## src/rtl/isotp_rx_reassembler_core_assert.svh

```systemverilog
// Assertion macros used by the reassembler core.
`ifndef ISOTP_RX_REASSEMBLER_CORE_ASSERT_SVH
`define ISOTP_RX_REASSEMBLER_CORE_ASSERT_SVH

// Implication checked every cycle outside reset.
`define ISOTP_ASSERT_IMPLY(lbl, ante, cons, msg) \
   lbl: assert property (@(posedge clock) disable iff (reset) (ante) |-> (cons)) \
      else $error(msg);

// Condition that must never hold outside reset.
`define ISOTP_ASSERT_NEVER(lbl, cond, msg) \
   lbl: assert property (@(posedge clock) disable iff (reset) !(cond)) \
      else $error(msg);

`endif

```

## src/rtl/isotp_pkg.sv

```systemverilog
package isotp_pkg;

   // Field widths
   localparam int KIND_W   = 2;
   localparam int FRAME_W  = 64;
   localparam int IDX_W    = 12;
   localparam int EVENT_W  = 3;
   localparam int LEN_W    = 12;
   localparam int PAYLD_W  = 56;
   localparam int BYTE_W   = 8;
   localparam int CSR_IDX_W = 8;
   localparam int CSR_DAT_W = 8;

   // Reassembly buffer
   localparam int BUFFER_BYTES = 4096;
   localparam int ADDR_W       = $clog2(BUFFER_BYTES);

   // Command queue depth between front and back (power of two)
   localparam int Q_DEPTH = 2;

   // Protocol constants
   localparam logic [7:0]       FC_PCI          = 8'h30;
   localparam logic [LEN_W-1:0] SF_MAX_LEN      = 12'd7;
   localparam logic [LEN_W-1:0] FF_STORED_BYTES = 12'd6;
   localparam logic [2:0]       FF_NBYTES       = 3'd6;
   localparam logic [2:0]       CF_MAX_BYTES    = 3'd7;
   localparam logic [3:0]       SEQ_FIRST       = 4'd1;

   // Configuration register reset values
   localparam logic [7:0] FC_BS_RESET = 8'd8;
   localparam logic [7:0] FC_ST_RESET = 8'd15;

   // Configuration register indexes
   localparam logic [CSR_IDX_W-1:0] CSR_FC_BLOCK_SIZE = 8'd0;
   localparam logic [CSR_IDX_W-1:0] CSR_FC_SEP_TIME   = 8'd1;

   typedef enum logic [KIND_W-1:0] {
      KIND_SINGLE = 2'd0,
      KIND_FIRST  = 2'd1,
      KIND_CONSEC = 2'd2,
      KIND_READ   = 2'd3
   } kind_type;

   typedef enum logic [EVENT_W-1:0] {
      EV_IGNORED   = 3'd0,
      EV_SINGLE    = 3'd1,
      EV_FIRST_FC  = 3'd2,
      EV_CF_OK     = 3'd3,
      EV_BLOCK_FC  = 3'd4,
      EV_COMPLETE  = 3'd5,
      EV_SEQ_ERROR = 3'd6,
      EV_READ      = 3'd7
   } ev_type;

   // One classified item, handed from front to back
   typedef struct packed {
      ev_type                  event_res;
      logic [LEN_W-1:0]        length;
      logic [6:0][BYTE_W-1:0]  data;       // data[6] is the first byte
      logic [FRAME_W-1:0]      fc_frame;
      logic [IDX_W-1:0]        base;       // first buffer index written
      logic [2:0]              nbytes;     // bytes to write, 0..7
      logic                    rd_en;      // buffer read in range
      logic [IDX_W-1:0]        read_index;
   } cmd_type;

endpackage

```

## src/rtl/isotp_cmd_fifo.sv

```systemverilog
module isotp_cmd_fifo (
   input  logic               clock,
   input  logic               reset,
   input  logic               push_valid,
   output logic               push_ready,
   input  isotp_pkg::cmd_type push_cmd,
   output logic               pop_valid,
   input  logic               pop_ready,
   output isotp_pkg::cmd_type pop_cmd
);
   import isotp_pkg::*;

   localparam int PTR_W = (Q_DEPTH > 1) ? $clog2(Q_DEPTH) : 1;
   localparam int CNT_W = $clog2(Q_DEPTH + 1);

   cmd_type          slot_ff [Q_DEPTH];
   logic [PTR_W-1:0] wr_ptr_ff, rd_ptr_ff;
   logic [CNT_W-1:0] count_ff;
   logic             do_push, do_pop;

   assign push_ready = (count_ff != CNT_W'(Q_DEPTH));
   assign pop_valid  = (count_ff != '0);
   assign pop_cmd    = slot_ff[rd_ptr_ff];
   assign do_push    = push_valid && push_ready;
   assign do_pop     = pop_valid && pop_ready;

   // Pointers and fill count
   always_ff @(posedge clock) begin
      if (reset) begin
         wr_ptr_ff <= '0;
         rd_ptr_ff <= '0;
         count_ff  <= '0;
      end else begin
         if (do_push) begin
            wr_ptr_ff <= wr_ptr_ff + PTR_W'(1);
         end
         if (do_pop) begin
            rd_ptr_ff <= rd_ptr_ff + PTR_W'(1);
         end
         case ({do_push, do_pop})
            2'b10:   count_ff <= count_ff + CNT_W'(1);
            2'b01:   count_ff <= count_ff - CNT_W'(1);
            default: count_ff <= count_ff;
         endcase
      end
   end

   // Entry storage
   always_ff @(posedge clock) begin
      if (do_push) begin
         slot_ff[wr_ptr_ff] <= push_cmd;
      end
   end

endmodule

```

## config.mk

```make
export PLATFORM = sky130hd
export DESIGN_NAME = isotp_cmd_fifo
export DESIGN_NICKNAME = d
export VERILOG_FILES = /design/src/rtl/isotp_rx_reassembler_core_assert.svh /design/src/rtl/isotp_pkg.sv /design/src/rtl/isotp_cmd_fifo.sv
export SDC_FILE = /design/constraint.sdc
export NUM_CORES = 1
export LEC_CHECK = 0
export CELL_PAD_IN_SITES_DETAIL_PLACEMENT = 1
export CELL_PAD_IN_SITES_GLOBAL_PLACEMENT = 1
export CORE_UTILIZATION = 48
export DETAILED_ROUTE_END_ITERATION = 12
export DONT_BUFFER_PORTS = 1
export GPL_ROUTABILITY_DRIVEN = 0
export HOLD_SLACK_MARGIN = 0.06
export PLACE_DENSITY = 0.85
export SLEW_MARGIN = 30
export SYNTH_ARGS = -nofsm -noshare
export SYNTH_HDL_FRONTEND = slang
export SYNTH_SLANG_ARGS = --single-unit
```

## constraint.sdc

```tcl
create_clock -name clock -period 5.3 [get_ports clock]
set_input_delay 1.06 -clock clock [delete_from_list [all_inputs] [get_ports clock]]
set_output_delay 1.06 -clock clock [all_outputs]
set_load 0.05 [all_outputs]
```

==> impl_metrics.tcl <==
set metrics [dict create \
    status "completed" \
    rsz0062_at_grt "no" \
    synthAdderAreaFrac_pct 0.104 \
    start_util_pct 49.1 \
    layout-drive-gt1-share_pct 37.6 \
    synth.avg_cell_area_um2 22.6 \
    clock-sinks 331 \
    finalMaxSlewViolations 0 \
    synth-simple-area-share_pct 0.397 \
    vias 4934 \
    routed.top_layer "met4" \
    final_area_mm2 0.0134 \
    clk_pin_slew_ns 0.06 \
    dieArea_mm2 0.0256 \
    vias_per_cell 5.48 \
    cts_hold_buffers 0 \
    ant_nets 0 \
    die_width_um 160 \
    met1Wirelength_um 7700 \
    final-seq-area_mm2 0.00989 \
    final_common_cell "edfxtp_1" \
    p_sw_share_pct 38.0 \
    synth_compound_area_share_pct 0.271 \
    synthMuxAreaShare_pct 15.3 \
    relSlewSlack_pct 35.8 \
    ys_top_cells_by_area "edfxtp_1 82%, mux2_2 15%, dfxtp_1 0.83%" \
    cp_max_fo 86 \
    drt-initial-drc-count 338 \
    hpwl_um 15500 \
    areaGrowthSynthToFinish_pct 12.0 \
    multi_input_area_mm2 0.00196 \
    ys_seq_area_share_pct 82.5 \
    syn_inst 531 \
    final_hold_viol_count 0 \
    dr_wl_met3_um 2590 \
    power_mw 8.42 \
    drcViolationCount 0 \
    cts_tree "done" \
    cts-root-buf "clkbuf_16" \
    antenna_found_initial 0 \
    cap_viol_max_count 0 \
    max_freq_mhz 283 \
    fin_crit_sh_pct 66.6 \
    synth_xor_area_share_pct 0.219 \
    cts_buffer_depth 3 \
    dp_cells 842 \
    htree_levels 2 \
    hp-class "reg -> reg" \
    p_leak_nw 4.29 \
    drt-total-wl_um 23600 \
    post-route-util_pct 55.0 \
    drtPass1Iterations 4 \
    fin_cells 901 \
    drt-wirelength-per-cell_um 26.2 \
    start_kind "flip-flop" \
    cts_resized 0 \
    coreArea_mm2 0.0244 \
    worst_pin_slew_ns 0.963 \
    final_cell_mix "326 x edfxtp_1, 163 x mux2_2, 37 x clkbuf_16" \
    fillers 2068 \
    p_seq_share_pct 40.9 \
    synth_nets 699 \
    grt_use_total_pct 18.1 \
    fin_skew_ns 0.0225 \
    p_sw_mw 3.20 \
    synth_top_family_by_area "multiplexers" \
    comb_power_share_pct 32.2 \
    yosysWarnings 0 \
    grt_pass1_wl_um 34100 \
    endpoint_kind "output port" \
    grt_max_degree 100 \
    arrival_ns 2.47 \
    ios 332 \
    power_frac_clock_pct 26.8 \
    grt_overflow 0 \
    ys_ff_latch 331 \
    tns_ns 0 \
    power.density_mw_per_mm2 628 \
    insertedDiodeCount 0 \
    insertion_delay_ns 0.50 \
    p_int_mw 5.22 \
    postCtsSetupBuffers 0 \
    yosys.area.top_type "edfxtp_1" \
    final_nets 723 \
    ir_drop_mv 0.360 \
    cp.required_ns 4.24 \
    fin_crit_ns 3.53 \
    placed_area_mm2 0.0123 \
    synth_area_mm2 0.0120 \
    synth_top_area_share_pct 81.7 \
    portBuffers 0 \
    setup_viol 0 \
    wl_met2_um 12600 \
    grt_pass1_vias 5455 \
    die_h_um 160 \
    std_cell_rows 57 \
    cts_buffers 34 \
    critPathKind "reg -> out" \
    synth.distinct_cells 20 \
]
[cells in the mapped netlist]
cell type and n:
a21bo_2 1, o21a_1 1, mux2_2 163, o21ai_0 1, xnor2_1 2, buf_6 8
inv_1 1, xor2_1 1, dfxtp_1 5, and3_1 1, or3_1 1, nand3b_1 1
edfxtp_1 326, ha_1 1, nand2b_1 1, nand2_1 1, buf_2 10, a21oi_1 2
nor2_1 3, or2_2 1
[critical path, stage by stage (launching register included)]
cell and delay (ns):
dfxtp_4 0.62, buf_16 0.31, buf_12 0.38, mux2_2 0.53
[cell families (layout without fill, tap and decap cells)]
family,after synthesis,after routing
fa+ha+maj,1,1
flops,331,331
mux,163,163
simple gates,9,9
xor+xnor,3,3
buf+inv,19,65
compound gates,5,5
[power by group through the flow]
stage	Clock [mW]	Combinational, mW	Sequential [mW]
final	2.26	2.72	3.45
after global routing	2.40	2.79	3.48
after CTS	2.32	2.67	3.51
after detailed placement	0	2.66	3.56
after global placement	0	2.61	3.52
after floorplan	0	2.54	3.45
[sequential cells by signal, indices dropped and copies added (netlist names), named ones only]
name,count
count_ff,2
wr_ptr_ff,1
rd_ptr_ff,1
slot_ff,326
[worst paths after layout]
check	start	cells after the start	end	slack, ns
max	flip-flop	3	pop_cmd[157]	1.77
min	rd_ptr_ff	2	rd_ptr_ff	0.54
min reg2reg	rd_ptr_ff	2	rd_ptr_ff	0.54
max reg2reg	count_ff[0]	4	slot_ff[0][32]	2.33
[metrics by stage]
stage,setup slack [ns],hold slack [ns]
global placement,2.18,0.485
CTS,1.56,0.544
detailed placement,2.10,0.527
finish,1.77,0.542
floorplan,0.475,0.474
global route,1.62,0.573
[cell type report]
cell class,instances,area share (%)
multi-input combinational,181,14.6
clock inverter,13,0.830
inverter,1,0.0652
sequential,331,73.7
timing repair buffer,6,0.671
tap,324,3.02
clock buffer,45,7.12
[metal layers]
layer,up-vias,GRT usage (%)
met5,-,0
met4,0,6.41
met3,51,8.29
met2,253,32.7
met1,2474,18.1
li1,2156,-
No activity file was read; power rests on OpenSTA's default activity.
