File: config.mk
export PLATFORM = sky130hd
export DESIGN_NAME = isotp_front_flat
export DESIGN_NICKNAME = d
export VERILOG_FILES = /design/src/rtl/isotp_rx_reassembler_core_assert.svh /design/src/rtl/isotp_pkg.sv /design/src/rtl/isotp_ifs.sv /design/src/rtl/isotp_front.sv /design/src/flat_wrapper.sv
export SDC_FILE = /design/constraint.sdc
export NUM_CORES = 1
export LEC_CHECK = 0
export BUFFER_PORTS_ARGS = -buffer_cell sky130_fd_sc_hd__buf_2
export CAP_MARGIN = 0
export CORE_AREA = 5 5 126 128
export CTS_BUF_LIST = sky130_fd_sc_hd__clkbuf_4
export DETAILED_ROUTE_END_ITERATION = 7
export DIE_AREA = 0 0 131 133
export HOLD_SLACK_MARGIN = 0.12
export PLACE_DENSITY_LB_ADDON = 0.25
export SLEW_MARGIN = 20
export SYNTH_ARGS = -nofsm -noshare
export SYNTH_HDL_FRONTEND = slang
export SYNTH_SLANG_ARGS = --single-unit
File: constraint.sdc
create_clock -name clock -period 7 [get_ports clock]
set_input_delay 1.4 -clock clock [delete_from_list [all_inputs] [get_ports clock]]
set_output_delay 1.4 -clock clock [all_outputs]
set_load 0.01 [all_outputs]
File: src/rtl/isotp_rx_reassembler_core_assert.svh
// Assertion macros used by the reassembler core.
`ifndef ISOTP_RX_REASSEMBLER_CORE_ASSERT_SVH
`define ISOTP_RX_REASSEMBLER_CORE_ASSERT_SVH

// Implication checked every cycle outside reset.
`define ISOTP_ASSERT_IMPLY(lbl, ante, cons, msg) \
   lbl: assert property (@(posedge clock) disable iff (reset) (ante) |-> (cons)) \
      else $error(msg);

// Condition that must never hold outside reset.
`define ISOTP_ASSERT_NEVER(lbl, cond, msg) \
   lbl: assert property (@(posedge clock) disable iff (reset) !(cond)) \
      else $error(msg);

`endif

File: src/rtl/isotp_pkg.sv
package isotp_pkg;

   // Field widths
   localparam int KIND_W   = 2;
   localparam int FRAME_W  = 64;
   localparam int IDX_W    = 12;
   localparam int EVENT_W  = 3;
   localparam int LEN_W    = 12;
   localparam int PAYLD_W  = 56;
   localparam int BYTE_W   = 8;
   localparam int CSR_IDX_W = 8;
   localparam int CSR_DAT_W = 8;

   // Reassembly buffer
   localparam int BUFFER_BYTES = 4096;
   localparam int ADDR_W       = $clog2(BUFFER_BYTES);

   // Command queue depth between front and back (power of two)
   localparam int Q_DEPTH = 2;

   // Protocol constants
   localparam logic [7:0]       FC_PCI          = 8'h30;
   localparam logic [LEN_W-1:0] SF_MAX_LEN      = 12'd7;
   localparam logic [LEN_W-1:0] FF_STORED_BYTES = 12'd6;
   localparam logic [2:0]       FF_NBYTES       = 3'd6;
   localparam logic [2:0]       CF_MAX_BYTES    = 3'd7;
   localparam logic [3:0]       SEQ_FIRST       = 4'd1;

   // Configuration register reset values
   localparam logic [7:0] FC_BS_RESET = 8'd8;
   localparam logic [7:0] FC_ST_RESET = 8'd15;

   // Configuration register indexes
   localparam logic [CSR_IDX_W-1:0] CSR_FC_BLOCK_SIZE = 8'd0;
   localparam logic [CSR_IDX_W-1:0] CSR_FC_SEP_TIME   = 8'd1;

   typedef enum logic [KIND_W-1:0] {
      KIND_SINGLE = 2'd0,
      KIND_FIRST  = 2'd1,
      KIND_CONSEC = 2'd2,
      KIND_READ   = 2'd3
   } kind_type;

   typedef enum logic [EVENT_W-1:0] {
      EV_IGNORED   = 3'd0,
      EV_SINGLE    = 3'd1,
      EV_FIRST_FC  = 3'd2,
      EV_CF_OK     = 3'd3,
      EV_BLOCK_FC  = 3'd4,
      EV_COMPLETE  = 3'd5,
      EV_SEQ_ERROR = 3'd6,
      EV_READ      = 3'd7
   } ev_type;

   // One classified item, handed from front to back
   typedef struct packed {
      ev_type                  event_res;
      logic [LEN_W-1:0]        length;
      logic [6:0][BYTE_W-1:0]  data;       // data[6] is the first byte
      logic [FRAME_W-1:0]      fc_frame;
      logic [IDX_W-1:0]        base;       // first buffer index written
      logic [2:0]              nbytes;     // bytes to write, 0..7
      logic                    rd_en;      // buffer read in range
      logic [IDX_W-1:0]        read_index;
   } cmd_type;

endpackage

File: src/rtl/isotp_ifs.sv
// Request channel: one frame or buffer read per item
interface isotp_req_if;
   logic                          valid;
   logic                          ready;
   logic [isotp_pkg::KIND_W-1:0]  kind;
   logic [isotp_pkg::FRAME_W-1:0] frame;
   logic [isotp_pkg::IDX_W-1:0]   read_index;

   modport source (output valid, kind, frame, read_index, input ready);
   modport sink   (input valid, kind, frame, read_index, output ready);
endinterface


// Register write channel
interface isotp_csr_if;
   logic                            valid;
   logic                            ready;
   logic [isotp_pkg::CSR_IDX_W-1:0] index;
   logic [isotp_pkg::CSR_DAT_W-1:0] data;

   modport source (output valid, index, data, input ready);
   modport sink   (input valid, index, data, output ready);
endinterface

File: src/rtl/isotp_front.sv
module isotp_front (
   input  logic               clock,
   input  logic               reset,
   isotp_req_if.sink          req_chan,
   isotp_csr_if.sink          csr_chan,
   output logic               push_valid,
   input  logic               push_ready,
   output isotp_pkg::cmd_type push_cmd
);
   import isotp_pkg::*;

   logic                 rx_busy_ff, rx_busy_in;
   logic [LEN_W-1:0]     total_length_ff, total_length_in;
   logic [LEN_W-1:0]     received_count_ff, received_count_in;
   logic [3:0]           expected_sequence_ff, expected_sequence_in;
   logic [7:0]           block_frames_ff, block_frames_in;
   logic [7:0]           fc_block_size_ff;
   logic [7:0]           fc_separation_time_ff;

   logic                 accept;
   logic [3:0]           nibble;
   logic [LEN_W-1:0]     remain;
   logic [2:0]           cf_bytes;
   logic [LEN_W-1:0]     count_next;
   logic [7:0]           frames_next;
   logic [FRAME_W-1:0]   fc_word;
   cmd_type              cmd;

   assign accept         = req_chan.valid && push_ready;
   assign req_chan.ready = push_ready;
   assign csr_chan.ready = 1'b1;
   assign push_valid     = req_chan.valid;
   assign push_cmd       = cmd;

   assign nibble  = req_chan.frame[59:56];
   assign fc_word = {FC_PCI, fc_block_size_ff, fc_separation_time_ff, 40'h0};

   // Remainder saturates at zero, at most seven bytes per consecutive frame
   assign remain      = (total_length_ff > received_count_ff) ?
                        (total_length_ff - received_count_ff) : '0;
   assign cf_bytes    = (remain > LEN_W'(CF_MAX_BYTES)) ? CF_MAX_BYTES : remain[2:0];
   assign count_next  = received_count_ff + LEN_W'(cf_bytes);
   assign frames_next = block_frames_ff + 8'd1;

   // Classify the item and work out the next control state
   always_comb begin
      rx_busy_in           = rx_busy_ff;
      total_length_in      = total_length_ff;
      received_count_in    = received_count_ff;
      expected_sequence_in = expected_sequence_ff;
      block_frames_in      = block_frames_ff;
      cmd                  = '0;
      cmd.event_res        = EV_IGNORED;
      cmd.read_index       = req_chan.read_index;

      unique case (kind_type'(req_chan.kind))
         KIND_SINGLE: begin
            if (!rx_busy_ff) begin
               cmd.event_res = EV_SINGLE;
               cmd.length    = (LEN_W'(nibble) > SF_MAX_LEN) ? SF_MAX_LEN : LEN_W'(nibble);
               cmd.data      = req_chan.frame[55:0];
            end
         end
         KIND_FIRST: begin
            if (!rx_busy_ff) begin
               total_length_in      = {nibble, req_chan.frame[55:48]};
               received_count_in    = FF_STORED_BYTES;
               expected_sequence_in = SEQ_FIRST;
               block_frames_in      = '0;
               rx_busy_in           = 1'b1;
               cmd.event_res        = EV_FIRST_FC;
               cmd.fc_frame         = fc_word;
               cmd.base             = '0;
               cmd.nbytes           = FF_NBYTES;
               cmd.data             = {req_chan.frame[47:0], 8'h00};
            end
         end
         KIND_CONSEC: begin
            if (rx_busy_ff) begin
               if (nibble == expected_sequence_ff) begin
                  cmd.base             = received_count_ff;
                  cmd.nbytes           = cf_bytes;
                  cmd.data             = req_chan.frame[55:0];
                  received_count_in    = count_next;
                  expected_sequence_in = expected_sequence_ff + 4'd1;
                  block_frames_in      = frames_next;
                  if (count_next >= total_length_ff) begin
                     cmd.event_res = EV_COMPLETE;
                     cmd.length    = total_length_ff;
                     rx_busy_in    = 1'b0;
                  end else if (fc_block_size_ff != 8'd0 && frames_next == fc_block_size_ff) begin
                     block_frames_in = '0;
                     cmd.event_res   = EV_BLOCK_FC;
                     cmd.fc_frame    = fc_word;
                  end else begin
                     cmd.event_res = EV_CF_OK;
                  end
               end else begin
                  rx_busy_in    = 1'b0;
                  cmd.event_res = EV_SEQ_ERROR;
               end
            end
         end
         KIND_READ: begin
            cmd.event_res = EV_READ;
            cmd.rd_en     = (req_chan.read_index < received_count_ff) &&
                            ({1'b0, req_chan.read_index} < (IDX_W+1)'(BUFFER_BYTES));
         end
      endcase
   end

   // Control state, updated on each accepted item
   always_ff @(posedge clock) begin
      if (reset) begin
         rx_busy_ff           <= 1'b0;
         total_length_ff      <= '0;
         received_count_ff    <= '0;
         expected_sequence_ff <= '0;
         block_frames_ff      <= '0;
      end else if (accept) begin
         rx_busy_ff           <= rx_busy_in;
         total_length_ff      <= total_length_in;
         received_count_ff    <= received_count_in;
         expected_sequence_ff <= expected_sequence_in;
         block_frames_ff      <= block_frames_in;
      end
   end

   // Configuration registers
   always_ff @(posedge clock) begin
      if (reset) begin
         fc_block_size_ff      <= FC_BS_RESET;
         fc_separation_time_ff <= FC_ST_RESET;
      end else if (csr_chan.valid) begin
         if (csr_chan.index == CSR_FC_BLOCK_SIZE) begin
            fc_block_size_ff <= csr_chan.data;
         end
         if (csr_chan.index == CSR_FC_SEP_TIME) begin
            fc_separation_time_ff <= csr_chan.data;
         end
      end
   end

endmodule

File: src/flat_wrapper.sv
// flat-port wrapper written by rule: the top's interface ports become plain ports
module isotp_front_flat import isotp_pkg::*;
  (clock, reset, push_valid, push_ready, push_cmd, req_chan_valid, req_chan_kind, req_chan_frame, req_chan_read_index, req_chan_ready, csr_chan_valid, csr_chan_index, csr_chan_data, csr_chan_ready);
  isotp_req_if req_chan_i ();
  isotp_csr_if csr_chan_i ();
  input  logic clock;
  input  logic reset;
  output logic push_valid;
  input  logic push_ready;
  output isotp_pkg::cmd_type push_cmd;
  input wire logic [$bits(req_chan_i.valid)-1:0] req_chan_valid;
  input wire logic [$bits(req_chan_i.kind)-1:0] req_chan_kind;
  input wire logic [$bits(req_chan_i.frame)-1:0] req_chan_frame;
  input wire logic [$bits(req_chan_i.read_index)-1:0] req_chan_read_index;
  output wire logic [$bits(req_chan_i.ready)-1:0] req_chan_ready;
  input wire logic [$bits(csr_chan_i.valid)-1:0] csr_chan_valid;
  input wire logic [$bits(csr_chan_i.index)-1:0] csr_chan_index;
  input wire logic [$bits(csr_chan_i.data)-1:0] csr_chan_data;
  output wire logic [$bits(csr_chan_i.ready)-1:0] csr_chan_ready;
  assign req_chan_i.valid = req_chan_valid;
  assign req_chan_i.kind = req_chan_kind;
  assign req_chan_i.frame = req_chan_frame;
  assign req_chan_i.read_index = req_chan_read_index;
  assign req_chan_ready = req_chan_i.ready;
  assign csr_chan_i.valid = csr_chan_valid;
  assign csr_chan_i.index = csr_chan_index;
  assign csr_chan_i.data = csr_chan_data;
  assign csr_chan_ready = csr_chan_i.ready;
  isotp_front u_core (.clock(clock), .reset(reset), .req_chan(req_chan_i), .csr_chan(csr_chan_i), .push_valid(push_valid), .push_ready(push_ready), .push_cmd(push_cmd));
endmodule
==> impl_metrics.tcl, run 1 <==
set metrics [dict create \
    syn_avg_cell_area_um2 7.26 \
    clk_latency_ns 0.41 \
    drc 0 \
    ys.flop_type "dfxtp_1" \
    initial_core_util_pct 37.9 \
    cts_tree "built" \
    drt_iter0_markers 373 \
    arrival_ns 5.36 \
    synthArstFlopShare_pct 0 \
    ant_nets 0 \
    hpwl_mm 14.7 \
    worstSetupEndpoint "push_cmd[73]" \
    crit_path_end_kind "primary output" \
    worstSetupStartpointType "flop" \
    grt_pass1_wl_mm 27.8 \
    min_period_ns 6.76 \
    cts-root-buf "clkbuf_4" \
    timing.rr.end "u_core.block_frames_ff[7]$_SDFFE_PP0P_" \
    final_cell_area_mm2 0.00720 \
    route.vias.total 6124 \
    hold_path.class "flop to flop" \
    wl_per_cell_um 15.8 \
    crit_cells 24 \
    netlist_instances 771 \
    worstReg2RegStart "u_core.received_count_ff[4]$_SDFFE_PP0P_" \
    cts_buffers 5 \
    antenna_found_initial 1 \
    clkTransAtPathRegs_ns 0.18 \
    drive_gt1_share_pct 34.0 \
    hold_buffers 0 \
    reg2regPathDepth 22 \
    rows 45 \
    status "finished clean" \
    drv_cap 0 \
    post-route-period-util_pct 96.5 \
    startpoint "u_core.received_count_ff[4]$_SDFFE_PP0P_" \
    crit_required_ns 5.60 \
    crit_type "flop to primary output" \
    core_mm2 0.0148 \
    placed_cells 1159 \
    ff_latch_area_mm2 0.00108 \
    dieArea_mm2 0.0174 \
    nets 1136 \
    area_delta_synth_final_pct 28.7 \
    grt_max_degree 52 \
    cts.path.max_buffers 2 \
    max_stage_delay_ns 0.39 \
    relSlewSlack_pct 36.0 \
    critPathSlowestCell "dfxtp_4" \
    cp_max_fo 6 \
    dr.pass1.iters 8 \
    h-tree-depth 2 \
    num-fill-cells 1540 \
    hold_viol 0 \
    ir_drop_v 0.0000788 \
    stdcell_count 1179 \
    slew_violations 0 \
    path_delay_family "compound AO/OA/AOI/OAI gates" \
    wirelength_mm 18.6 \
    routed_via_density 5.19 \
    synth_warnings 0 \
    multi_input_area_mm2 0.00414 \
    ys_seq_area_share_pct 19.0 \
    gr-usage-all-layers_pct 19.4 \
    place_congestion 0.891 \
    power_density_mw_per_mm2 111 \
    crit_path_cell_trace "inv_1 > ha_2 > o21a_1 > o21a_1 > o22ai_1 > mux2_2 > nor3_2 > buf_4 > a41oi_2 > ha_1 > nand3_1 > and2_4 > nor3_4 > xnor2_1 > ha_1 > a21o_1 > a21o_1 > a221oi_2 > o21ai_2 > o31ai_4 > buf_6 > clkbuf_16 > and2_1 > buf_2" \
    whs_ns 0.484 \
    grt-ovfl-total 0 \
    clock_sinks 53 \
    post_dp_cell_area_mm2 0.00678 \
    ys_seq_elements 53 \
    syn_area_mm2 0.00560 \
    port_buffers 213 \
    leakagePower_uw 0.00353 \
    finalSetupViolations 0 \
    worstMarginPinSlew_ns 0.959 \
    yosysUniqueCellTypes 61 \
    fp.dieW_um 131 \
    fp.dieH_um 133 \
    path_buf_inv 5 \
    fmax_ghz 0.148 \
    rrSetupSlack_ns 1.77 \
    fin_skew_ns 0.0242 \
    synth_edf_count 0 \
    ioPinCount 265 \
    grt_pass1_vias 5517 \
]
-- placed cells by master (no fill, tap or decap), types with 7 or more instances in the layout --
master / count
buf_2: 213
nor2_1: 112
a22oi_1: 52
buf_4: 52
nand2_1: 50
conb_1: 47
dfxtp_1: 42
a21oi_1: 39
inv_1: 38
ha_1: 36
and2_1: 27
o21ai_0: 23
xnor2_1: 21
nand3_1: 19
mux2i_1: 17
and3_1: 17
a21o_1: 10
nand2b_1: 8
nor3_1: 8
a211o_1: 8
nor4_1: 8
dfxtp_2: 8
nand4_1: 7
-- worst reg2reg max path, stage by stage, from the launching register on --
cell      delay [ns]
dfxtp_4         0.39
inv_1           0.08
ha_2            0.28
o21a_1          0.22
o21a_1          0.20
o22ai_1         0.20
mux2_2          0.38
nor3_2          0.18
buf_4           0.17
a41oi_2         0.15
ha_1            0.34
nand3_1         0.11
and2_4          0.18
nor3_4          0.15
xnor2_1         0.15
ha_1            0.27
a21o_1          0.19
a21o_1          0.18
a221oi_2        0.26
o21ai_2         0.12
buf_4           0.17
nor3_1          0.61
nor3_1          0.14
-- kinds of logic after synthesis --
kind of cell             share of synthesized area [%]
AO/OA/AOI/OAI                                     22.5
other                                            0.134
buffers and inverters                             14.3
AND/OR/NAND/NOR                                   25.5
XOR/XNOR                                          4.38
multiplexers                                      3.24
flip-flops                                        19.0
adder cells (fa/ha/maj)                           11.0
-- per-layer routing --
metal  global-route usage [%]  wire, um  vias to the layer above
li1                         -         -                     3050
met1                     27.2      8380                     2855
met2                     31.2      8770                      207
met3                     3.43      1250                       12
met4                     3.43       204                        0
met5                        0         0                        -
-- worst min-delay path by stage --
| stage | endpoint | slack [ns] | from | depth (start not counted) |
|---|---|---|---|---|
| floorplan | u_core.fc_separation_time_ff[0]$_SDFFE_PP1P_ | 0.43 | u_core.fc_separation_time_ff[0]$_SDFFE_PP1P_ | 1 |
| global placement | u_core.fc_separation_time_ff[2]$_SDFFE_PP1P_ | 0.44 | u_core.fc_separation_time_ff[2]$_SDFFE_PP1P_ | 1 |
| detailed placement | u_core.fc_separation_time_ff[0]$_SDFFE_PP1P_ | 0.45 | u_core.fc_separation_time_ff[0]$_SDFFE_PP1P_ | 1 |
| CTS | u_core.fc_separation_time_ff[0]$_SDFFE_PP1P_ | 0.49 | u_core.fc_separation_time_ff[0]$_SDFFE_PP1P_ | 1 |
| global route | u_core.fc_separation_time_ff[0]$_SDFFE_PP1P_ | 0.53 | u_core.fc_separation_time_ff[0]$_SDFFE_PP1P_ | 1 |
| finish | u_core.fc_separation_time_ff[3]$_SDFFE_PP1P_ | 0.48 | u_core.fc_separation_time_ff[3]$_SDFFE_PP1P_ | 1 |
-- sequential cells by signal, indices dropped and copies added (netlist names) --
name / cells
u_core.rx_busy_ff: 1
u_core.total_length_ff: 12
u_core.fc_block_size_ff: 8
u_core.block_frames_ff: 8
u_core.expected_sequence_ff: 4
u_core.received_count_ff: 12
u_core.fc_separation_time_ff: 8
-- cell type report --
class                   instances  share of cell area (%)
clock buffers                   5                   0.521
repair buffers                269                    21.2
flip-flops and latches         53                    15.0
multi-input cells             620                    57.5
inverters                      40                    2.08
clock inverters                 3                   0.399
well taps                     188                    3.27
diodes                          1                  0.0347
-- per-stage QoR --
| step | utilization, % | total power, uW | setup slack, ns | TNS [ns] |
|---|---|---|---|---|
| finish | 48.8 | 802 | 0.242 | 0 |
| global route | 48.8 | 850 | -0.00383 | -0.00383 |
| CTS | 46.8 | 778 | 0.00613 | 0 |
| detailed placement | 46.0 | 614 | 0.155 | 0 |
| global placement | 46.0 | 612 | 0.192 | 0 |
| floorplan | - | 510 | 0.316 | 0 |
-- cell usage after synthesis (4+ instances only) --
library cell	n	area, um^2
nand2_1	50	188
a31oi_1	6	37.5
nor2_1	115	432
and2_1	28	175
xor2_1	6	52.6
nand2b_1	10	62.6
nor3_1	12	60.1
nand4_1	7	43.8
a211o_1	8	70.1
dfxtp_1	53	1060
a22oi_1	52	390
inv_1	40	150
xnor2_1	22	193
o21ai_0	26	130
a21oi_1	42	210
ha_1	46	576
nand3_1	19	95.1
or3_1	6	37.5
a211oi_1	4	30.0
a41oi_1	4	35.0
mux2i_1	17	170
nor4_1	8	50.1
and3_1	18	113
buf_4	64	480
nor2b_1	6	37.5
a21o_1	10	75.1
o21a_1	4	30.0
clkbuf_1	28	105
buf_2	6	30.0
-- where the power goes --
part	leakage [uW]	switching (uW)	internal [uW]	total, uW
sequential	0.000434	3.36	303	307
combinational	0.00305	186	150	337
clock	0.0000377	115	43.9	159
-- repair_timing --
item	4_1_cts	5_1_grt
pin swaps	1	14
gates resized for setup	17	46
buffers inserted	0	9
endpoints found under the setup margin	33	33
cloned	0	2
Note: power is estimated with default switching activity, not from simulation.
==> run 2: changes to the inputs <==
CAP_MARGIN = default   (was 0)
PLACE_DENSITY = 0.7   (was default)
PLACE_DENSITY_LB_ADDON = default   (was 0.25)
==> run 2 against run 1 <==
Critical path depth increased by 1. Flip-flop and latch count is the same. Clock power is essentially flat. Count of clock-buffer cells in the layout unchanged. Register-to-register slack lost 0.05 ns. Sequential share of layout area down 0.12 points. Die area did not move. Largest cell class unchanged.
==> impl_metrics.tcl, run 2 (synthesis results as in run 1) <==
set metrics [dict create \
    status "finished clean" \
    min_period_ns 6.86 \
    clkTransAtPathRegs_ns 0.18 \
    nets 1131 \
    cts-root-buf "clkbuf_4" \
    stdcell_count 1174 \
    antenna_found_initial 3 \
    ir_drop_v 0.0000686 \
    slew_violations 0 \
    dieArea_mm2 0.0174 \
    cts_tree "built" \
    post_dp_cell_area_mm2 0.00671 \
    place_ws_ns 0.0713 \
    clock_sinks 53 \
    timing.rr.end "u_core.block_frames_ff[6]$_SDFFE_PP0P_" \
    highest_layer "met5" \
    grt_max_degree 52 \
    wl_met1_mm 7.97 \
    crit_path_end_kind "primary output" \
    worstSetupEndpoint "push_cmd[79]" \
    grt-ovfl-total 0 \
    worstSetupStartpointType "flop" \
    relSlewSlack_pct 36.9 \
    drc 0 \
    wl_met2_mm 8.86 \
    clk_latency_ns 0.41 \
    cp_max_fo 8 \
    ant_nets 0 \
    dr.pass1.iters 5 \
    wl_met3_mm 1.45 \
    final_cell_area_mm2 0.00727 \
    mostFrequentLayoutCell "buf_2" \
    worstMarginPinSlew_ns 0.946 \
    placed_cells 1150 \
    hold_viol 0 \
    drive_gt1_share_pct 34.7 \
    drt_iter0_markers 432 \
    fin_skew_ns 0.0182 \
    finalSetupViolations 0 \
    port_buffers 213 \
    arrival_ns 5.46 \
    grt_pass1_vias 5466 \
    leakagePower_uw 0.00354 \
    cts_buffers 5 \
    crit_required_ns 5.60 \
    hold_path.class "flop to flop" \
    top_regs "u_core.received_count_ff (12), u_core.total_length_ff (12)" \
    area_delta_synth_final_pct 29.9 \
    routed_via_density 5.27 \
    wl_per_cell_um 15.9 \
    core_mm2 0.0148 \
    place_congestion 0.922 \
    rrSetupSlack_ns 1.72 \
    fp.dieH_um 133 \
    hold_buffers 0 \
    h-tree-depth 2 \
    reg2regPathDepth 24 \
    rsz0062_at_grt "true" \
    num-fill-cells 1471 \
    whs_ns 0.482 \
    fp.dieW_um 131 \
    fmax_ghz 0.146 \
    final_cell_mix "213 x buf_2, 114 x nor2_1, 52 x a22oi_1" \
    crit_type "flop to primary output" \
    cts.path.max_buffers 2 \
    rows 45 \
    fin_ws_ns 0.139 \
    wirelength_mm 18.7 \
    grt_pass1_wl_mm 27.3 \
    worstReg2RegStart "u_core.total_length_ff[0]$_SDFFE_PP0P_" \
    power_density_mw_per_mm2 112 \
    drv_cap 0 \
    fin_setup_tns_ns 0 \
    route.vias.total 6187 \
    initial_core_util_pct 37.9 \
    startpoint "u_core.total_length_ff[0]$_SDFFE_PP0P_" \
    post-route-period-util_pct 98.0 \
    gr-usage-all-layers_pct 19.3 \
    ioPinCount 265 \
    hpwl_mm 14.4 \
]
## run 2: area by class of cell
class                   count  area, um^2  share of cell area (%)
diodes                      1        2.50                  0.0344
clock buffers               5        37.5                   0.516
clock inverters             3        28.8                   0.396
inverters                  40         154                    2.12
multi-input cells         620        4250                    58.4
flip-flops and latches     53        1080                    14.9
well taps                 188         235                    3.24
repair buffers            264        1480                    20.4
## run 2: routing by layer
metal	up-vias	track usage, %
met3	35	3.88
li1	3035	-
met5	-	0
met4	4	5.71
met2	263	31.8
met1	2850	25.2
## run 2: stage by stage
step | power (uW) | utilization [%]
after floorplan | 510 | -
after global placement | 607 | 45.5
after detailed placement | 608 | 45.5
after CTS | 784 | 47.0
after global routing | 865 | 49.3
final | 813 | 49.3
## run 2: timing repair
item / 4_1_cts / 5_1_grt
resized for setup: 27 / 53
pin swaps: 6 / 21
setup buffers: 5 / 10
setup endpoints to repair: 31 / 31
cloned: 0 / 1
## run 2: how the worst min path moves through the flow
stage          depth (start not counted)                                    startpoint                                           end  slack (ns)
2_1_floorplan                          1  u_core.fc_separation_time_ff[0]$_SDFFE_PP1P_  u_core.fc_separation_time_ff[0]$_SDFFE_PP1P_        0.43
6_report                               1  u_core.fc_separation_time_ff[0]$_SDFFE_PP1P_  u_core.fc_separation_time_ff[0]$_SDFFE_PP1P_        0.48
3_5_place_dp                           1  u_core.fc_separation_time_ff[1]$_SDFFE_PP1P_  u_core.fc_separation_time_ff[1]$_SDFFE_PP1P_        0.44
3_3_place_gp                           1  u_core.fc_separation_time_ff[3]$_SDFFE_PP1P_  u_core.fc_separation_time_ff[3]$_SDFFE_PP1P_        0.44
5_1_grt                                1  u_core.fc_separation_time_ff[0]$_SDFFE_PP1P_  u_core.fc_separation_time_ff[0]$_SDFFE_PP1P_        0.50
4_1_cts                                1  u_core.fc_separation_time_ff[0]$_SDFFE_PP1P_  u_core.fc_separation_time_ff[0]$_SDFFE_PP1P_        0.49
## run 2: power breakdown
part | internal, uW | total, uW | switching, uW
logic | 152 | 348 | 196
registers | 303 | 306 | 3.42
clock network | 43.8 | 159 | 115
## run 2: worst max-delay path, cell delays in order, from the launching register on
cell and delay (ns):
dfxtp_2 0.36, inv_1 0.04, ha_2 0.18, fa_2 0.39, nand2b_4 0.16, a211oi_2 0.18, buf_4 0.17, o21ai_1 0.10
a21oi_2 0.21, o31ai_2 0.10, buf_4 0.16, a41oi_4 0.27, ha_4 0.26, a21oi_2 0.15, and2_4 0.22, nor3_4 0.05
xnor2_1 0.12, ha_1 0.29, a21o_1 0.19, a21o_1 0.18, a221oi_2 0.28, o21ai_2 0.16, o31ai_4 0.35, clkbuf_16 0.22
and2_1 0.14, buf_2 0.13
==> run 3: changes to the inputs <==
CORE_AREA = 5 5 166 88   (was 5 5 126 128)
DIE_AREA = 0 0 171 93   (was 0 0 131 133)
PLACE_DENSITY = 0.78   (was 0.7)
==> run 3 against run 2 <==
Power is 2.3% lower. Design area is 3.7% lower. Flip-flop and latch count stayed put. Highest routed layer is now met4.
==> impl_metrics.tcl, run 3 (synthesis results as in run 1) <==
set metrics [dict create \
    worstMarginPinSlew_ns 0.980 \
    power_frac_comb_pct 42.5 \
    place_congestion 0.930 \
    crit_required_ns 5.60 \
    drt_iter0_markers 436 \
    ir_drop_v 0.0000620 \
    hold_buffers 0 \
    wirelength_mm 19.9 \
    core_mm2 0.0131 \
    hpwl_mm 16.1 \
    wl_met3_mm 2.16 \
    hold_viol 0 \
    seq_power_share_pct 38.8 \
    relSlewSlack_pct 34.7 \
    p_int_uw 495 \
    swShare_pct 37.7 \
    clkTransAtPathRegs_ns 0.15 \
    final_cell_mix "213 x buf_2, 113 x nor2_1, 52 x a22oi_1" \
    slew_violations 0 \
    rows 30 \
    wl_met2_mm 8.60 \
    dr.pass1.iters 6 \
    antenna_found_initial 0 \
    initial_core_util_pct 42.7 \
    grt-ovfl-total 0 \
    port_buffers 213 \
    drv_cap 0 \
    rrSetupSlack_ns 1.50 \
    wl_met1_mm 8.92 \
    crit_path_cell_trace "inv_1 > ha_1 > inv_1 > a2bb2oi_1 > o221ai_1 > or4_4 > nor2_4 > a41oi_4 > ha_1 > a21oi_2 > and2_4 > buf_4 > nor3_2 > xnor2_1 > ha_1 > nand4_1 > nor2_1 > a221oi_2 > o21ai_2 > buf_6 > nand2b_1 > o31a_1 > buf_2" \
    cts_buffers 5 \
    worstSetupStartpointType "flop" \
    finalSetupViolations 0 \
    fp.dieH_um 93 \
    hold_path.class "flop to flop" \
    cp_max_fo 6 \
    grt_pass1_vias 5435 \
    crit_path_end_kind "primary output" \
    drive_gt1_share_pct 31.8 \
    cts.path.max_buffers 2 \
    h-tree-depth 2 \
    top_regs "u_core.received_count_ff (12), u_core.total_length_ff (12)" \
    arrival_ns 5.39 \
    crit_type "flop to primary output" \
    clk_latency_ns 0.39 \
    fp.dieW_um 171 \
    routed_via_density 5.45 \
    cts_tree "built" \
    num-fill-cells 1295 \
    p_switching_uw 300 \
    nets 1121 \
    crit_top_cell "ha_1" \
    post-route-period-util_pct 97.1 \
    utilization_pct 53.4 \
    fin_setup_tns_ns 0 \
    wl_per_cell_um 17.3 \
    grt_max_degree 52 \
    max_stage_delay_ns 0.57 \
    pwr-share-clk_pct 18.8 \
    fmax_ghz 0.147 \
    mostFrequentLayoutCell "buf_2" \
    fin_skew_ns 0.0213 \
    dieArea_mm2 0.0159 \
    diodes 0 \
    ioPinCount 265 \
    grt_pass1_wl_mm 28.9 \
    drc 0 \
    route.vias.total 6269 \
    highest_layer "met4" \
    cts-root-buf "clkbuf_4" \
    status "finished clean" \
    power_density_mw_per_mm2 113 \
    min_period_ns 6.79 \
    ant_nets 0 \
    clock_sinks 53 \
    leakagePower_uw 0.00343 \
    gr-usage-all-layers_pct 22.7 \
    area_delta_synth_final_pct 25.0 \
    critPathSlowestCell "or4_4" \
]
-- run 3: cell count changes in the layout (fill, tap and decap cells not counted), moves of 3 or more --
cell and change:
buf_4 -9, ha_1 +6, ha_4 -5, dfxtp_1 +4
dfxtp_4 -4, inv_1 +3, xnor2_1 +3, xnor2_2 -3
-- run 3: cell type report --
class / instances / area [um^2] / area share (%)
inverters: 40 / 150 / 2.15
multi-input cells: 620 / 4110 / 58.7
well taps: 176 / 220 / 3.15
clock buffers: 7 / 52.6 / 0.751
clock inverters: 1 / 7.51 / 0.107
flip-flops and latches: 53 / 1070 / 15.3
repair buffers: 254 / 1390 / 19.9
-- run 3: repair_timing --
| action | 4_1_cts | 5_1_grt |
|---|---|---|
| endpoints found under the setup margin | 33 | 33 |
| hold endpoints to repair | 0 | 0 |
| gates resized for setup | 20 | 26 |
| gates cloned | 0 | 0 |
| setup buffers | 0 | 2 |
| pin swaps | 3 | 10 |
-- run 3: metal layers --
metal / vias to the layer above / global-route usage (%)
met4: 0 / 3.43
met3: 17 / 6.00
met1: 2913 / 33.9
li1: 3023 / -
met5: - / 0
met2: 316 / 33.2
-- run 3: worst paths after layout --
path / start / depth (start not counted) / to
min: u_core.fc_separation_time_ff[2]$_SDFFE_PP1P_ / 1 / u_core.fc_separation_time_ff[2]$_SDFFE_PP1P_
max: u_core.received_count_ff[10]$_SDFFE_PP0P_ / 23 / push_cmd[162]
min reg2reg: u_core.fc_separation_time_ff[2]$_SDFFE_PP1P_ / 1 / u_core.fc_separation_time_ff[2]$_SDFFE_PP1P_
max reg2reg: u_core.received_count_ff[10]$_SDFFE_PP0P_ / 23 / u_core.block_frames_ff[5]$_SDFFE_PP0P_
-- run 3: stage by stage --
step	total power (uW)	cells	setup slack, ns	hold WS [ns]	instance area [um^2]
CTS	767	1149	0.000262	0.477	6860
global route	836	1151	-0.0208	0.485	7000
detailed placement	608	1141	0.0336	0.442	6720
floorplan	510	816	0.316	0.427	5770
global placement	603	1141	0.136	0.439	6720
finish	794	1151	0.205	0.473	7000
-- run 3: power by group through the flow --
stage	registers, uW	clock network [uW]	logic, uW
after floorplan	313	0	197
after global placement	314	0	290
after detailed placement	314	0	294
after CTS	307	149	310
after global routing	308	163	365
final	308	149	337
-- run 3: worst max-delay path, delay by kind of cell, from the launching register on --
family,cells,cell delay [ns]
AO/OA/AOI/OAI,7,1.32
XOR/XNOR,1,0.15
adder cells (fa/ha/maj),3,1.00
buffers and inverters,5,0.67
flip-flops,1,0.41
AND/OR/NAND/NOR,7,1.46
